[src/wfd_pkg.sv]
// Package of the frame deframer: constants, parse phases, item records.
// Used by every module of the block; depends on nothing.
`default_nettype none
package wfd_pkg;

	localparam logic [6:0] LEN_CODE_16 = 7'd126;
	localparam logic [6:0] LEN_CODE_64 = 7'd127;
	localparam logic [2:0] KEY_BYTES   = 3'd4;

	localparam logic KIND_HEADER  = 1'b0;
	localparam logic KIND_PAYLOAD = 1'b1;

	localparam int QDEPTH = 4;
	localparam int QPTR_W = $clog2(QDEPTH);
	localparam int QCNT_W = $clog2(QDEPTH + 1);

	localparam int TDATA_W = 120;

	typedef enum logic [2:0] {
		PH_BYTE0   = 3'd0,
		PH_BYTE1   = 3'd1,
		PH_EXT     = 3'd2,
		PH_KEY     = 3'd3,
		PH_PAYLOAD = 3'd4
	} phase_t;

	// Classified item passed from the parser to the unmasking stage.
	typedef struct packed {
		logic        kind;
		logic        last;
		logic        fin;
		logic [2:0]  rsv;
		logic [3:0]  opcode;
		logic        masked;
		logic [63:0] plen;
		logic [3:0]  hlen;
		logic [31:0] key;
		logic [7:0]  data;
		logic [1:0]  key_sel;
	} wfd_item_t;

	// Layout of the output tdata, lowest field last.
	typedef struct packed {
		logic [2:0]  pad;
		logic [7:0]  payload_byte;
		logic [31:0] masking_key;
		logic [3:0]  header_length;
		logic [63:0] payload_length;
		logic        masked_frame;
		logic [3:0]  frame_opcode;
		logic [2:0]  reserved_bits;
		logic        final_fragment;
	} wfd_tdata_t;

endpackage
`default_nettype wire

[src/websocket_frame_deframer_top.sv]
// A result is registered in the queue and then in the output register of the unmasking
// stage before it is offered on the output stream.
// Throughput: one stream byte per cycle while the four-entry queue has room; the queue and
// the output register keep input accepts going while a result waits to be taken.
// Reset (arst_n low, asynchronous) returns the parser to the first header byte and
// empties the queue.
// Top level of the frame deframer: parser, queue and unmasking stage.
// Depends on wfd_pkg, wfd_parser, wfd_queue and wfd_unmask.
`default_nettype none
module websocket_frame_deframer_top (
	input  wire                          clk,
	input  wire                          arst_n,
	input  wire                          s_tvalid,
	output logic                         s_tready,
	input  wire  [7:0]                   s_tdata,  // stream_byte
	output logic                         m_tvalid,
	input  wire                          m_tready,
	// final_fragment, reserved_bits, frame_opcode, masked_frame, payload_length,
	// header_length, masking_key, payload_byte, zero padding
	output logic [wfd_pkg::TDATA_W-1:0]  m_tdata,
	output logic                         m_tuser,  // item_kind
	output logic                         m_tlast   // last_of_frame
);
	import wfd_pkg::*;

	logic       accept;
	logic       push;
	wfd_item_t  push_item;
	logic       q_valid, q_ready;
	wfd_item_t  q_item;
	wfd_tdata_t out_data;

	assign accept = s_tvalid && s_tready;

	wfd_parser u_parser (
		.clk       (clk),
		.arst_n    (arst_n),
		.accept    (accept),
		.in_byte   (s_tdata),
		.push      (push),
		.push_item (push_item)
	);

	wfd_queue u_queue (
		.clk       (clk),
		.arst_n    (arst_n),
		.in_valid  (push),
		.in_ready  (s_tready),
		.in_item   (push_item),
		.out_valid (q_valid),
		.out_ready (q_ready),
		.out_item  (q_item)
	);

	wfd_unmask u_unmask (
		.clk       (clk),
		.arst_n    (arst_n),
		.in_valid  (q_valid),
		.in_ready  (q_ready),
		.in_item   (q_item),
		.out_valid (m_tvalid),
		.out_ready (m_tready),
		.out_data  (out_data),
		.out_kind  (m_tuser),
		.out_last  (m_tlast)
	);

	assign m_tdata = out_data;

endmodule
`default_nettype wire

[src/wfd_parser.sv]
// Front end of the frame deframer: header parser and payload classifier.
// Depends on wfd_pkg; pushes one item record per result into the queue.
`default_nettype none
module wfd_parser (
	input  wire               clk,
	input  wire               arst_n,
	input  wire               accept,
	input  wire  [7:0]        in_byte,
	output logic              push,
	output wfd_pkg::wfd_item_t push_item
);
	import wfd_pkg::*;

	phase_t      phase_q, phase_n;
	logic [2:0]  idx_q, idx_n;
	logic [7:0]  fhb_q, fhb_n;
	logic        mask_q, mask_n;
	logic [6:0]  code_q, code_n;
	logic [63:0] acc_q, acc_n;
	logic [31:0] key_q, key_n;
	logic [63:0] rem_q, rem_n;
	logic [1:0]  kp_q, kp_n;
	logic        after_len, finish, emit, last, kind;
	logic [3:0]  need;
	logic [3:0]  hlen;

	always_ff @(posedge clk or negedge arst_n) begin
		if (!arst_n) begin
			phase_q <= PH_BYTE0;
			idx_q   <= '0;
			fhb_q   <= '0;
			mask_q  <= 1'b0;
			code_q  <= '0;
			acc_q   <= '0;
			key_q   <= '0;
			rem_q   <= '0;
			kp_q    <= '0;
		end else if (accept) begin
			phase_q <= phase_n;
			idx_q   <= idx_n;
			fhb_q   <= fhb_n;
			mask_q  <= mask_n;
			code_q  <= code_n;
			acc_q   <= acc_n;
			key_q   <= key_n;
			rem_q   <= rem_n;
			kp_q    <= kp_n;
		end
	end

	always_comb begin
		phase_n   = phase_q;
		idx_n     = idx_q;
		fhb_n     = fhb_q;
		mask_n    = mask_q;
		code_n    = code_q;
		acc_n     = acc_q;
		key_n     = key_q;
		rem_n     = rem_q;
		kp_n      = kp_q;
		after_len = 1'b0;
		finish    = 1'b0;
		emit      = 1'b0;
		last      = 1'b0;
		kind      = KIND_HEADER;
		need      = (code_q == LEN_CODE_16) ? 4'd2 : 4'd8;
		case (phase_q)
			PH_BYTE1: begin
				mask_n = in_byte[7];
				code_n = in_byte[6:0];
				key_n  = '0;
				idx_n  = '0;
				if (in_byte[6:0] >= LEN_CODE_16) begin
					acc_n   = '0;
					phase_n = PH_EXT;
				end else begin
					acc_n     = {57'd0, in_byte[6:0]};
					after_len = 1'b1;
				end
			end
			PH_EXT: begin
				acc_n = {acc_q[55:0], in_byte};
				if ({1'b0, idx_q} + 4'd1 >= need) begin
					after_len = 1'b1;
				end else begin
					idx_n = idx_q + 3'd1;
				end
			end
			PH_KEY: begin
				key_n = {key_q[23:0], in_byte};
				if (idx_q >= KEY_BYTES - 3'd1) begin
					finish = 1'b1;
				end else begin
					idx_n = idx_q + 3'd1;
				end
			end
			PH_PAYLOAD: begin
				kp_n  = kp_q + 2'd1;
				rem_n = rem_q - 64'd1;
				last  = (rem_n == 64'd0);
				emit  = 1'b1;
				kind  = KIND_PAYLOAD;
				if (last) begin
					phase_n = PH_BYTE0;
				end
			end
			default: begin
				fhb_n   = in_byte;
				phase_n = PH_BYTE1;
			end
		endcase
		if (after_len) begin
			idx_n = '0;
			if (mask_n) begin
				phase_n = PH_KEY;
			end else begin
				finish = 1'b1;
			end
		end
		if (finish) begin
			rem_n   = acc_n;
			kp_n    = '0;
			idx_n   = '0;
			emit    = 1'b1;
			kind    = KIND_HEADER;
			last    = (acc_n == 64'd0);
			phase_n = last ? PH_BYTE0 : PH_PAYLOAD;
		end
		hlen = 4'd2;
		if (code_n == LEN_CODE_16) begin
			hlen = hlen + 4'd2;
		end else if (code_n == LEN_CODE_64) begin
			hlen = hlen + 4'd8;
		end
		if (mask_n) begin
			hlen = hlen + 4'(KEY_BYTES);
		end
	end

	assign push = accept && emit;

	always_comb begin
		push_item.kind    = kind;
		push_item.last    = last;
		push_item.fin     = fhb_n[7];
		push_item.rsv     = fhb_n[6:4];
		push_item.opcode  = fhb_n[3:0];
		push_item.masked  = mask_n;
		push_item.plen    = acc_n;
		push_item.hlen    = hlen;
		push_item.key     = key_n;
		push_item.data    = in_byte;
		push_item.key_sel = kp_q;
	end

endmodule
`default_nettype wire

[src/wfd_queue.sv]
// Short queue of item records between the parser and the unmasking stage.
// Depends on wfd_pkg for the record type and its depth.
`default_nettype none
module wfd_queue (
	input  wire                clk,
	input  wire                arst_n,
	input  wire                in_valid,
	output logic               in_ready,
	input  wfd_pkg::wfd_item_t in_item,
	output logic               out_valid,
	input  wire                out_ready,
	output wfd_pkg::wfd_item_t out_item
);
	import wfd_pkg::*;

	wfd_item_t           mem_q [QDEPTH];
	logic [QPTR_W-1:0]   wr_ptr_q, rd_ptr_q;
	logic [QCNT_W-1:0]   count_q;
	logic                push, pop;

	assign in_ready  = (count_q != QCNT_W'(QDEPTH));
	assign out_valid = (count_q != '0);
	assign push      = in_valid && in_ready;
	assign pop       = out_valid && out_ready;
	assign out_item  = mem_q[rd_ptr_q];

	always_ff @(posedge clk) begin
		if (push) begin
			mem_q[wr_ptr_q] <= in_item;
		end
	end

	always_ff @(posedge clk or negedge arst_n) begin
		if (!arst_n) begin
			wr_ptr_q <= '0;
			rd_ptr_q <= '0;
			count_q  <= '0;
		end else begin
			if (push) begin
				wr_ptr_q <= wr_ptr_q + QPTR_W'(1);
			end
			if (pop) begin
				rd_ptr_q <= rd_ptr_q + QPTR_W'(1);
			end
			if (push && !pop) begin
				count_q <= count_q + QCNT_W'(1);
			end else if (pop && !push) begin
				count_q <= count_q - QCNT_W'(1);
			end
		end
	end

endmodule
`default_nettype wire

[src/wfd_unmask.sv]
// Back end of the frame deframer: applies the key byte and holds the result.
// Depends on wfd_pkg; drives the output stream from its own register.
`default_nettype none
module wfd_unmask (
	input  wire                clk,
	input  wire                arst_n,
	input  wire                in_valid,
	output logic               in_ready,
	input  wfd_pkg::wfd_item_t in_item,
	output logic               out_valid,
	input  wire                out_ready,
	output wfd_pkg::wfd_tdata_t out_data,
	output logic               out_kind,
	output logic               out_last
);
	import wfd_pkg::*;

	logic       valid_q;
	wfd_tdata_t data_q;
	logic       kind_q, last_q;
	logic       load;
	logic [7:0] key_byte;
	wfd_tdata_t data_n;

	assign in_ready = !valid_q || out_ready;
	assign load     = in_valid && in_ready;
	assign key_byte = 8'(in_item.key >> {~in_item.key_sel, 3'b000});

	always_comb begin
		data_n.pad            = '0;
		data_n.payload_byte   = (in_item.kind == KIND_PAYLOAD) ?
			(in_item.data ^ key_byte) : 8'd0;
		data_n.masking_key    = in_item.key;
		data_n.header_length  = in_item.hlen;
		data_n.payload_length = in_item.plen;
		data_n.masked_frame   = in_item.masked;
		data_n.frame_opcode   = in_item.opcode;
		data_n.reserved_bits  = in_item.rsv;
		data_n.final_fragment = in_item.fin;
	end

	always_ff @(posedge clk or negedge arst_n) begin
		if (!arst_n) begin
			valid_q <= 1'b0;
		end else if (in_ready) begin
			valid_q <= in_valid;
		end
	end

	always_ff @(posedge clk) begin
		if (load) begin
			data_q <= data_n;
			kind_q <= in_item.kind;
			last_q <= in_item.last;
		end
	end

	assign out_valid = valid_q;
	assign out_data  = data_q;
	assign out_kind  = kind_q;
	assign out_last  = last_q;

endmodule
`default_nettype wire

[config.mk]
export PLATFORM = sky130hd
export DESIGN_NAME = websocket_frame_deframer_top
export DESIGN_NICKNAME = d
export VERILOG_FILES = /design/src/wfd_pkg.sv /design/src/websocket_frame_deframer_top.sv /design/src/wfd_parser.sv /design/src/wfd_queue.sv /design/src/wfd_unmask.sv
export SDC_FILE = /design/constraint.sdc
export NUM_CORES = 1
export LEC_CHECK = 0
export CORE_ASPECT_RATIO = 0.5
export CORE_MARGIN = 4
export CORE_UTILIZATION = 65
export DETAILED_ROUTE_END_ITERATION = 6
export DONT_BUFFER_PORTS = 1
export PLACE_DENSITY_LB_ADDON = 0.05
export SLEW_MARGIN = 25
export SYNTH_ARGS = -nofsm -noshare
export SYNTH_HDL_FRONTEND = slang
export SYNTH_HIERARCHICAL = 1
export SYNTH_SLANG_ARGS = --single-unit
[constraint.sdc]
create_clock -name clk -period 12.7 [get_ports clk]
set_input_delay 1.905 -clock clk [delete_from_list [all_inputs] [get_ports clk]]
set_output_delay 1.905 -clock clk [all_outputs]
set_load 0.05 [all_outputs]
# --- Yosys cells after proc, flatten, opt, wreduce, memory -nomap -nowiden ---
# Memories as Yosys holds them, arrays and structs flattened.
# Index checks and enable logic that the tools add are counted.
word_totals:
  memories: 1
  ram_bits: 484
  register_bits: 311
  in_bits: 12
  output_inout_bits: 124
memory_table:
  columns: ["name", "words", "width", "read_ports", "rd_ports_with_merged_regs", "write_ports", "line_no", "rtl"]
  rows:
  - ["u_queue.mem_q", 4, 121, 1, 0, 1, "wfd_queue.sv:16", "wfd_item_t mem_q [QDEPTH];"]
op_classes:
  reduce_logical: 20
  mux: 42
  n_lt_le_gt_ge: 3
  n_addsub: 9
  n_shift: 1
  bitwise_logic: 2
  eq_ne: 10
ops:
  columns: ["operator", "n"]
  rows:
  - ["logical NOT 64 bit", 2]
  - ["two-way mux 64 bit", 2]
  - ["one-hot mux 64 bit (2 select lines)", 1]
  - ["one-hot mux 32 bit (2 select lines)", 1]
  - ["subtractor 64 x 1 -> 64 bit (second input constant)", 1]
  - ["two-way mux 3 bit", 12]
  - ["right shift 32 x 5 -> 8 bit", 1]
  - ["== test 7 bit (second input constant)", 3]
  - ["one-hot mux 3 bit (3 select lines)", 2]
  - ["two-way mux 4 bit", 4]
  - ["two-way mux 1 bit", 14]
  - ["two-way mux 7 bit", 2]
  - ["two-way mux 8 bit", 1]
  - ["!= test 4 x 2 -> 1 bit (second input constant)", 2]
  - ["XOR 8 bit", 1]
  - ["greater-or-equal comparator 7 bit (second input constant)", 1]
  - ["adder 2 x 1 -> 2 bit (second input constant)", 3]
  - ["adder 3 x 1 -> 3 bit (second input constant)", 2]
  - ["== test 3 x 2 -> 1 bit (second input constant)", 2]
  - ["logical AND 1 bit", 6]
  - ["nonzero test 5 bit", 1]
  - ["adder 3 x 1 -> 4 bit (second input constant)", 1]
  - ["adder 4 x 3 -> 4 bit (second input constant)", 1]
  - ["greater-or-equal comparator 4 bit", 1]
  - ["16 further kinds", 20]

# --- Longest topological paths before layout ---
# Gate-level depths: netlist of run 1.
logic_depth:
  depth_word: 13
  depth_mapped: 19
  depth_no_buf: 17

# --- Hierarchy ---
# The synthesis of run 1 kept the hierarchy.
by_module_without_submodules:
  columns: ["module", "instances", "cells_per_inst", "area_per_inst_um2"]
  rows:
  - ["wfd_queue", 1, 668, 17859.6]
  - ["wfd_parser", 1, 1376, 11369.7]
  - ["wfd_unmask", 1, 172, 4038.9]
  - ["websocket_frame_deframer_top", 1, 1, 6.3]

# --- Worst setup path before layout of run 1 ---
# Ideal clock, no wire load.
synth_timing:
  path_kind: "input port to flip-flop"
  startpoint: "input port s_tdata[7]"
  endpoint: "memory u_queue/mem_q[0][0] (netlist bit), enable pin"
  stages: 9
  slack_ns: 5.714
  t_arrival_ns: 6.492
  path_buffers: 2
  path_cell_list: "mux2i_1 > inv_1 > o31ai_1 > o21ai_1 > inv_1 > clkbuf_1 > buf_2 > a21boi_2 > and2_1"
synth_via:
  elab_chain_cells: 8
synth_lines:
  columns: ["item", "line_no", "rtl"]
  rows:
  - ["start, declared", "websocket_frame_deframer_top.sv:15", "input wire [7:0] s_tdata,"]
  - ["two-way mux 1 bit", "wfd_parser.sv:67", "case (phase_q)"]
  - ["net u_parser.mask_n", "wfd_parser.sv:17", "logic mask_q, mask_n;"]
  - ["two-way mux 1 bit", "wfd_parser.sv:114", "if (mask_n) begin"]
  - ["two-way mux 1 bit", "wfd_parser.sv:112", "if (after_len) begin"]
  - ["two-way mux 1 bit", "wfd_parser.sv:120", "if (finish) begin"]
  - ["logical AND 1 bit", "wfd_parser.sv:140", "assign push = accept && emit;"]
  - ["net push", "websocket_frame_deframer_top.sv:27", "logic push;"]
  - ["logical AND 1 bit", "wfd_queue.sv:23", "assign push = in_valid && in_ready;"]
  - ["net u_queue.push", "wfd_queue.sv:19", "logic push, pop;"]
  - ["two-way mux 1 bit", "wfd_queue.sv:28", "if (push) begin"]
  - ["two-way mux 1 bit (not written as such)", "wfd_queue.sv:29", "mem_q[wr_ptr_q] <= in_item;"]
  - ["end, declared", "wfd_queue.sv:16", null]
# The timed path passes the listed nets, and every way through them passes these cells.

==> out/metrics.cfg, run 1 <==
[layout]
fillers = 3288
drive_above_1_share_pct = 16.0
final_common_cell = edfxtp_1
multi_input_area_um2 = 9380
area_growth_pct = 7.51
final_cell_mix = edfxtp_1, nor2_1, dfrtp_1
regArea_um2 = 22900
nets = 2192

[synthesis]
synth-edff-count = 603
ys_ff_latch = 795
ys_seq_area_share_pct = 68.9
synth_top_area_share_pct = 54.4
syn_inst = 2217
yosys_warnings = 6
yosysUniqueCellTypes = 73
postSynth.asyncResetShare_pct = 24.2
dominantRegCellSynth = edfxtp_1
synthTopCellsByArea = edfxtp_1, dfrtp_1, mux4_2
postSynthAreaPerCell_um2 = 15.0
synth.largest_area_cell = edfxtp_1
synthesis.area_um2 = 33300

[power_and_ir_drop]
p_sw_share_pct = 36.0
ir_worst_vdd_uv = 179
finalPower_uw = 8490
p_leak_uw = 0.0120
power.internal_uw = 5440
power.density_nw_per_um2 = 237
clockPowerShare_pct = 24.1
seqPwrFrac_pct = 53.9
power_frac_comb_pct = 21.9
p_sw_uw = 3050

[setup_path]
crit_required_ns = 12.92
arrival_ns = 6.09
cp-end-kind = register
crit_type = reg -> reg
worstPathMaxFanout = 82
cp-start-kind = register

[global_routing]
grt_pass1_wl_mm = 115
grt_pass1_vias = 18100
grt.overflow.total = 0
grt_max_degree = 193
grt.total_usage_pct = 27.9
antenna_found_initial = 1

[cts]
cts_tree = built
htree_levels = 3
cts_hold_buf = 0
cts_buffers = 68
clock-sinks = 795
path_clk_slew_ns = 0.07
cts_resized = 0
cts_max_path_buffers = 3
post-cts-setup-buffers = 0
cts_root_buf = clkbuf_16
insertion_delay_ns = 0.61

[routing]
drt_iter0_markers = 2543
remaining_drc_errors = 0
detail-route-antenna-nets = 0
vias_per_cell = 6.55
drtPass1Iterations = 5
routed_wl_mm = 75.5
vias = 19100
post_drt_wl_per_cell_um = 25.9

[place]
numPortBuffers = 0
dp_hpwl_mm = 46.8
gp_congestion = 0.877

[die]
die_w_um = 328
initial_core_util_pct = 66.0
row_count = 58
core_area_um2 = 50400
die_h_um = 168
die-area_um2 = 55100
io_pins = 136

[sta]
report.final.slew_viol_count = 0
hold_violations = 0
fin_crit_ns = 5.87
fmax_mhz = 170
finalSetupViolCount = 0
finalClockSkew_ns = 0.0289
rsz0062_at_grt = no
slew_headroom_pct = 30.5
fin_crit_sh_pct = 46.2
tns_ns = 0
tightest_slew_ns = 1.04

[run]
maxCapViolations = 0

[run_status]
status = complete, no violations

[worst_hold_path]
hold_class = reg -> reg

[kinds of logic (layout without fill, tap and decap cells)]
family / Yosys count / after routing / synth area share, %
mux: 192 / 192 / 10.5
flops: 795 / 795 / 68.9
buf+inv: 215 / 220 / 3.17
compound gates: 377 / 377 / 6.94
simple gates: 571 / 571 / 8.60
xor+xnor: 53 / 53 / 1.42
fa+ha+maj: 12 / 12 / 0.474
other cells: 2 / 5 / 0.0226
[power groups by stage]
stage | logic (uW) | registers, uW | clock network (uW)
2_1_floorplan | 1390 | 4490 | 0
3_3_place_gp | 1840 | 4620 | 0
3_5_place_dp | 1870 | 4630 | 0
4_1_cts | 1880 | 4590 | 2090
5_1_grt | 1990 | 4640 | 2220
6_report | 1860 | 4580 | 2050
[state kept, by name, summed over array words and instances (netlist names)]
| register | count |
|---|---|
| u_parser/phase_q | 3 |
| u_parser/mask_q | 1 |
| u_queue/count_q | 3 |
| u_unmask/out_valid | 1 |
| u_queue/mem_q | 484 |
| u_queue/wr_ptr_q | 2 |
| u_parser/acc_q | 64 |
| u_parser/code_q | 7 |
| u_unmask/out_kind | 1 |
| u_parser/idx_q | 3 |
| u_unmask/out_data | 117 |
| u_parser/key_q | 32 |
| u_parser/kp_q | 2 |
| u_parser/fhb_q | 8 |
| u_parser/rem_q | 64 |
| u_unmask/out_last | 1 |
| u_queue/rd_ptr_q | 2 |
[Yosys cell counts, types with 34 or more instances]
library cell and number:
clkbuf_1 67, nor3_1 38, dfrtp_1 192, nor2_1 222, nand2_1 141, a22oi_1 34, edfxtp_1 603, mux4_2 121
buf_2 35, mux2_2 51, inv_1 69, a21oi_1 109, o21ai_0 126
[routing by layer]
layer / global-route usage [%] / part of all wire (%)
met1: 42.9 / 43
met2: 42.4 / 47
met3: 4.95 / 7.5
met4: 6.94 / 2.3
met5: 0 / 0
[worst paths after layout]
path | start | endpoint | slack (ns) | cells after the start
setup reg to reg | u_parser/phase_q[2]$_DFFE_PN0P_ | u_queue/mem_q[2][16]$_DFFE_PP_ | 6.83 | 13
max in group asynchronous | arst_n | u_parser/key_q[29]$_DFFE_PN0P_ | 11.17 | 0
hold / removal | u_parser/key_q[30]$_DFFE_PN0P_ | u_parser/key_q[30]$_DFFE_PN0P_ | 0.51 | 1
hold reg to reg | u_parser/key_q[30]$_DFFE_PN0P_ | u_parser/key_q[30]$_DFFE_PN0P_ | 0.51 | 1
setup / recovery | u_parser/phase_q[2]$_DFFE_PN0P_ | u_queue/mem_q[2][16]$_DFFE_PP_ | 6.83 | 13
min in group asynchronous | arst_n | u_parser/rem_q[11]$_DFFE_PN0P_ | 1.00 | 0
[area by class of cell]
type                    count  share of cell area [%]
inverters                  73                   0.766
diodes                      1                 0.00700
clock inverters            35                   0.794
repair buffers             21                   0.441
well taps                 690                    2.41
clock buffers              91                    5.29
multi-input cells        1209                    26.2
flip-flops and latches    795                    64.1
[critical path, stage by stage (launching register included)]
cell      delay [ns]
dfrtp_1         0.63
inv_2           0.16
nand2_2         0.10
buf_4           0.49
nor2_1          0.23
mux2i_1         0.30
inv_1           0.20
o31ai_4         0.51
o21ai_4         0.06
buf_4           0.37
inv_1           0.20
a21boi_2        0.37
and2_4          0.82
buf_4           0.92
[metrics by stage]
stage               instances  utilization [%]  hold WS [ns]  setup WS, ns  cell area, um2
global route             2914             70.9         0.520          6.46           35800
floorplan                2219                -         0.469          5.71           33300
CTS                      2914             70.9         0.511          6.86           35800
finish                   2915             70.9         0.510          6.83           35800
detailed placement       2788             66.6         0.495          6.62           33600
global placement         2788             66.6         0.485          6.70           33600
Note: power is estimated with default switching activity, not from simulation.
==> run 2: changes to the inputs <==
--- a/config.mk
+++ b/config.mk
@@ -7,7 +7,7 @@
 export LEC_CHECK = 0
 export CORE_ASPECT_RATIO = 0.5
 export CORE_MARGIN = 4
-export CORE_UTILIZATION = 65
+export CORE_UTILIZATION = 63
 export DETAILED_ROUTE_END_ITERATION = 6
 export DONT_BUFFER_PORTS = 1
 export PLACE_DENSITY_LB_ADDON = 0.05
==> constraint.sdc (replaced) <==
create_clock -name clk -period 5.6 [get_ports clk]
set_input_delay 0.84 -clock clk [delete_from_list [all_inputs] [get_ports clk]]
set_output_delay 0.84 -clock clk [all_outputs]
set_load 0.05 [all_outputs]
==> out/metrics.cfg, run 2 (synthesis results as in run 1) <==
[run_status]
status = complete, no violations

[die]
die_w_um = 333  ; +1.5%
die_h_um = 171  ; +1.5%
io_pins = 136  ; unchanged
die-area_um2 = 56800  ; +3.1%
core_area_um2 = 52100  ; +3.3%
initial_core_util_pct = 63.8  ; -2.1 points
row_count = 59  ; +1.7%

[sta]
tightest_slew_ns = 1.05  ; +0.0111 ns
whs_ns = 0.111  ; -0.399 ns
tns_ns = 0  ; unchanged
rsz0062_at_grt = no
hold_violations = 0  ; unchanged
fmax_mhz = 234  ; +38%
slew_headroom_pct = 29.8  ; -0.74 points
finalSetupViolCount = 0  ; unchanged
finalClockSkew_ns = 0.0240  ; -0.00499 ns
fin_crit_ns = 4.27  ; -1.60 ns
fin_crit_sh_pct = 76.2  ; +30 points
report.final.slew_viol_count = 0  ; unchanged

[setup_path]
arrival_ns = 4.66  ; -1.43 ns
crit_type = reg -> reg
cp-end-kind = register
crit_start = u_parser/phase_q[0]$_DFFE_PN0P_
crit_required_ns = 6.00  ; -6.92 ns
worstPathMaxFanout = 64  ; -22%
worstReg2RegStart = u_parser/phase_q[0]$_DFFE_PN0P_
ff2ff_path_depth = 10  ; -3
r2r_slack_ns = 1.33  ; -5.50 ns
worst_r2r_endpoint = u_queue/mem_q[3][119]$_DFFE_PP_
cp-start-kind = register

[routing]
maxUsedRoutingLayer = met4
met1_length_mm = 32.2  ; -1.5%
post_drt_wl_per_cell_um = 25.3  ; -2.4%
vias_per_cell = 6.41  ; -2.3%
vias = 18800  ; -1.7%
wl_met3_mm = 5.18  ; -9.1%
remaining_drc_errors = 0  ; unchanged
wl_met2_mm = 35.2  ; -0.65%
detail-route-antenna-nets = 0  ; unchanged
drt_iter0_markers = 1933  ; -24%
routed_wl_mm = 74.1  ; -1.8%
drtPass1Iterations = 5  ; unchanged

[layout]
top_register = u_queue/mem_q
largest_reg_flops = 484  ; unchanged
utilization_pct = 69.1  ; -1.8 points
final_common_cell = edfxtp_1
area_growth_pct = 8.22
antennaDiodeCount = 0  ; -1
final_area_um2 = 36000  ; +0.66%
final_cell_mix = edfxtp_1, nor2_1, dfrtp_1
nets = 2199  ; +0.32%
drive_above_1_share_pct = 15.7  ; -0.36 points

[cts]
cts_hold_buf = 1  ; +1
post-cts-setup-buffers = 0  ; unchanged
cts_root_buf = clkbuf_16
cts_buffers = 67  ; -1.5%
cts_max_path_buffers = 3  ; unchanged
cts_resized = 0  ; unchanged
htree_levels = 3  ; unchanged
path_clk_slew_ns = 0.07  ; about the same
cts_tree = built
clock-sinks = 795  ; unchanged
insertion_delay_ns = 0.61  ; about the same

[global_routing]
grt_pass1_wl_mm = 114  ; -1.3%
antenna_found_initial = 1  ; unchanged
grt.overflow.total = 0  ; unchanged
grt_pass1_vias = 18200  ; +0.61%
grt.total_usage_pct = 26.4  ; -1.4 points
grt_max_degree = 193  ; unchanged

[place]
dp_hpwl_mm = 46.4  ; -0.96%
numPortBuffers = 0  ; unchanged
placed_area_um2 = 33700  ; +0.47%
gp_congestion = 0.929  ; +6.0%

[worst_hold_path]
hold_class = in -> async

[power_and_ir_drop]
power.density_nw_per_um2 = 534  ; +120%
ir_worst_vdd_uv = 315  ; +76%
p_leak_uw = 0.0121  ; +0.65%
finalPower_uw = 19200  ; +130%

[run]
maxCapViolations = 0  ; unchanged

## run 2: critical path, stage by stage, from the launching register on
cell and delay (ns):
dfrtp_1 0.62, xor2_2 0.23, nand2_4 0.42, a22oi_1 0.46, inv_1 0.17, nor4_1 0.73, nand4_1 0.17, or4_1 0.57
nor4_2 0.32, nand2_1 0.09, o21ai_1 0.23
## run 2: final cells by class
class / count / area, um2
inverter: 73 / 274
tap: 701 / 877
fill: 3553 / 16100
sequential: 795 / 22900
clock buffer: 102 / 1940
clock inverter: 22 / 239
multi-input combinational: 1209 / 9380
timing repair buffer: 29 / 378
## run 2: worst max path at each step
| stage | to | slack, ns | cells past startpoint |
|---|---|---|---|
| after detailed placement | u_queue/mem_q[0][91]$_DFFE_PP_ | 1.38 | 11 |
| after global placement | u_queue/mem_q[2][119]$_DFFE_PP_ | 1.47 | 10 |
| after CTS | u_queue/mem_q[0][80]$_DFFE_PP_ | 1.35 | 11 |
| final | u_queue/mem_q[3][119]$_DFFE_PP_ | 1.33 | 10 |
| after global routing | u_queue/mem_q[3][119]$_DFFE_PP_ | 0.97 | 10 |
| after floorplan | u_queue/mem_q[0][0]$_DFFE_PP_ | 0.77 | 14 |
## run 2: layer usage
metal | track usage (%) | vias to the layer above
met2 | 41.1 | 667
met5 | 0 | -
met4 | 6.12 | 0
met3 | 5.21 | 108
li1 | - | 8344
met1 | 39.7 | 9658
## run 2: where the power goes
group          total, uW  switching [uW]  internal [uW]
clock               4650            2040           2610
combinational       4210            2660           1540
sequential         10400            2070           8290
total              19200            6770          12400
## run 2: metrics by stage
step | worst slack [ns] | cells
floorplan | 0.772 | 2219
global placement | 1.47 | 2803
detailed placement | 1.38 | 2804
CTS | 1.35 | 2929
global route | 0.966 | 2931
finish | 1.33 | 2931
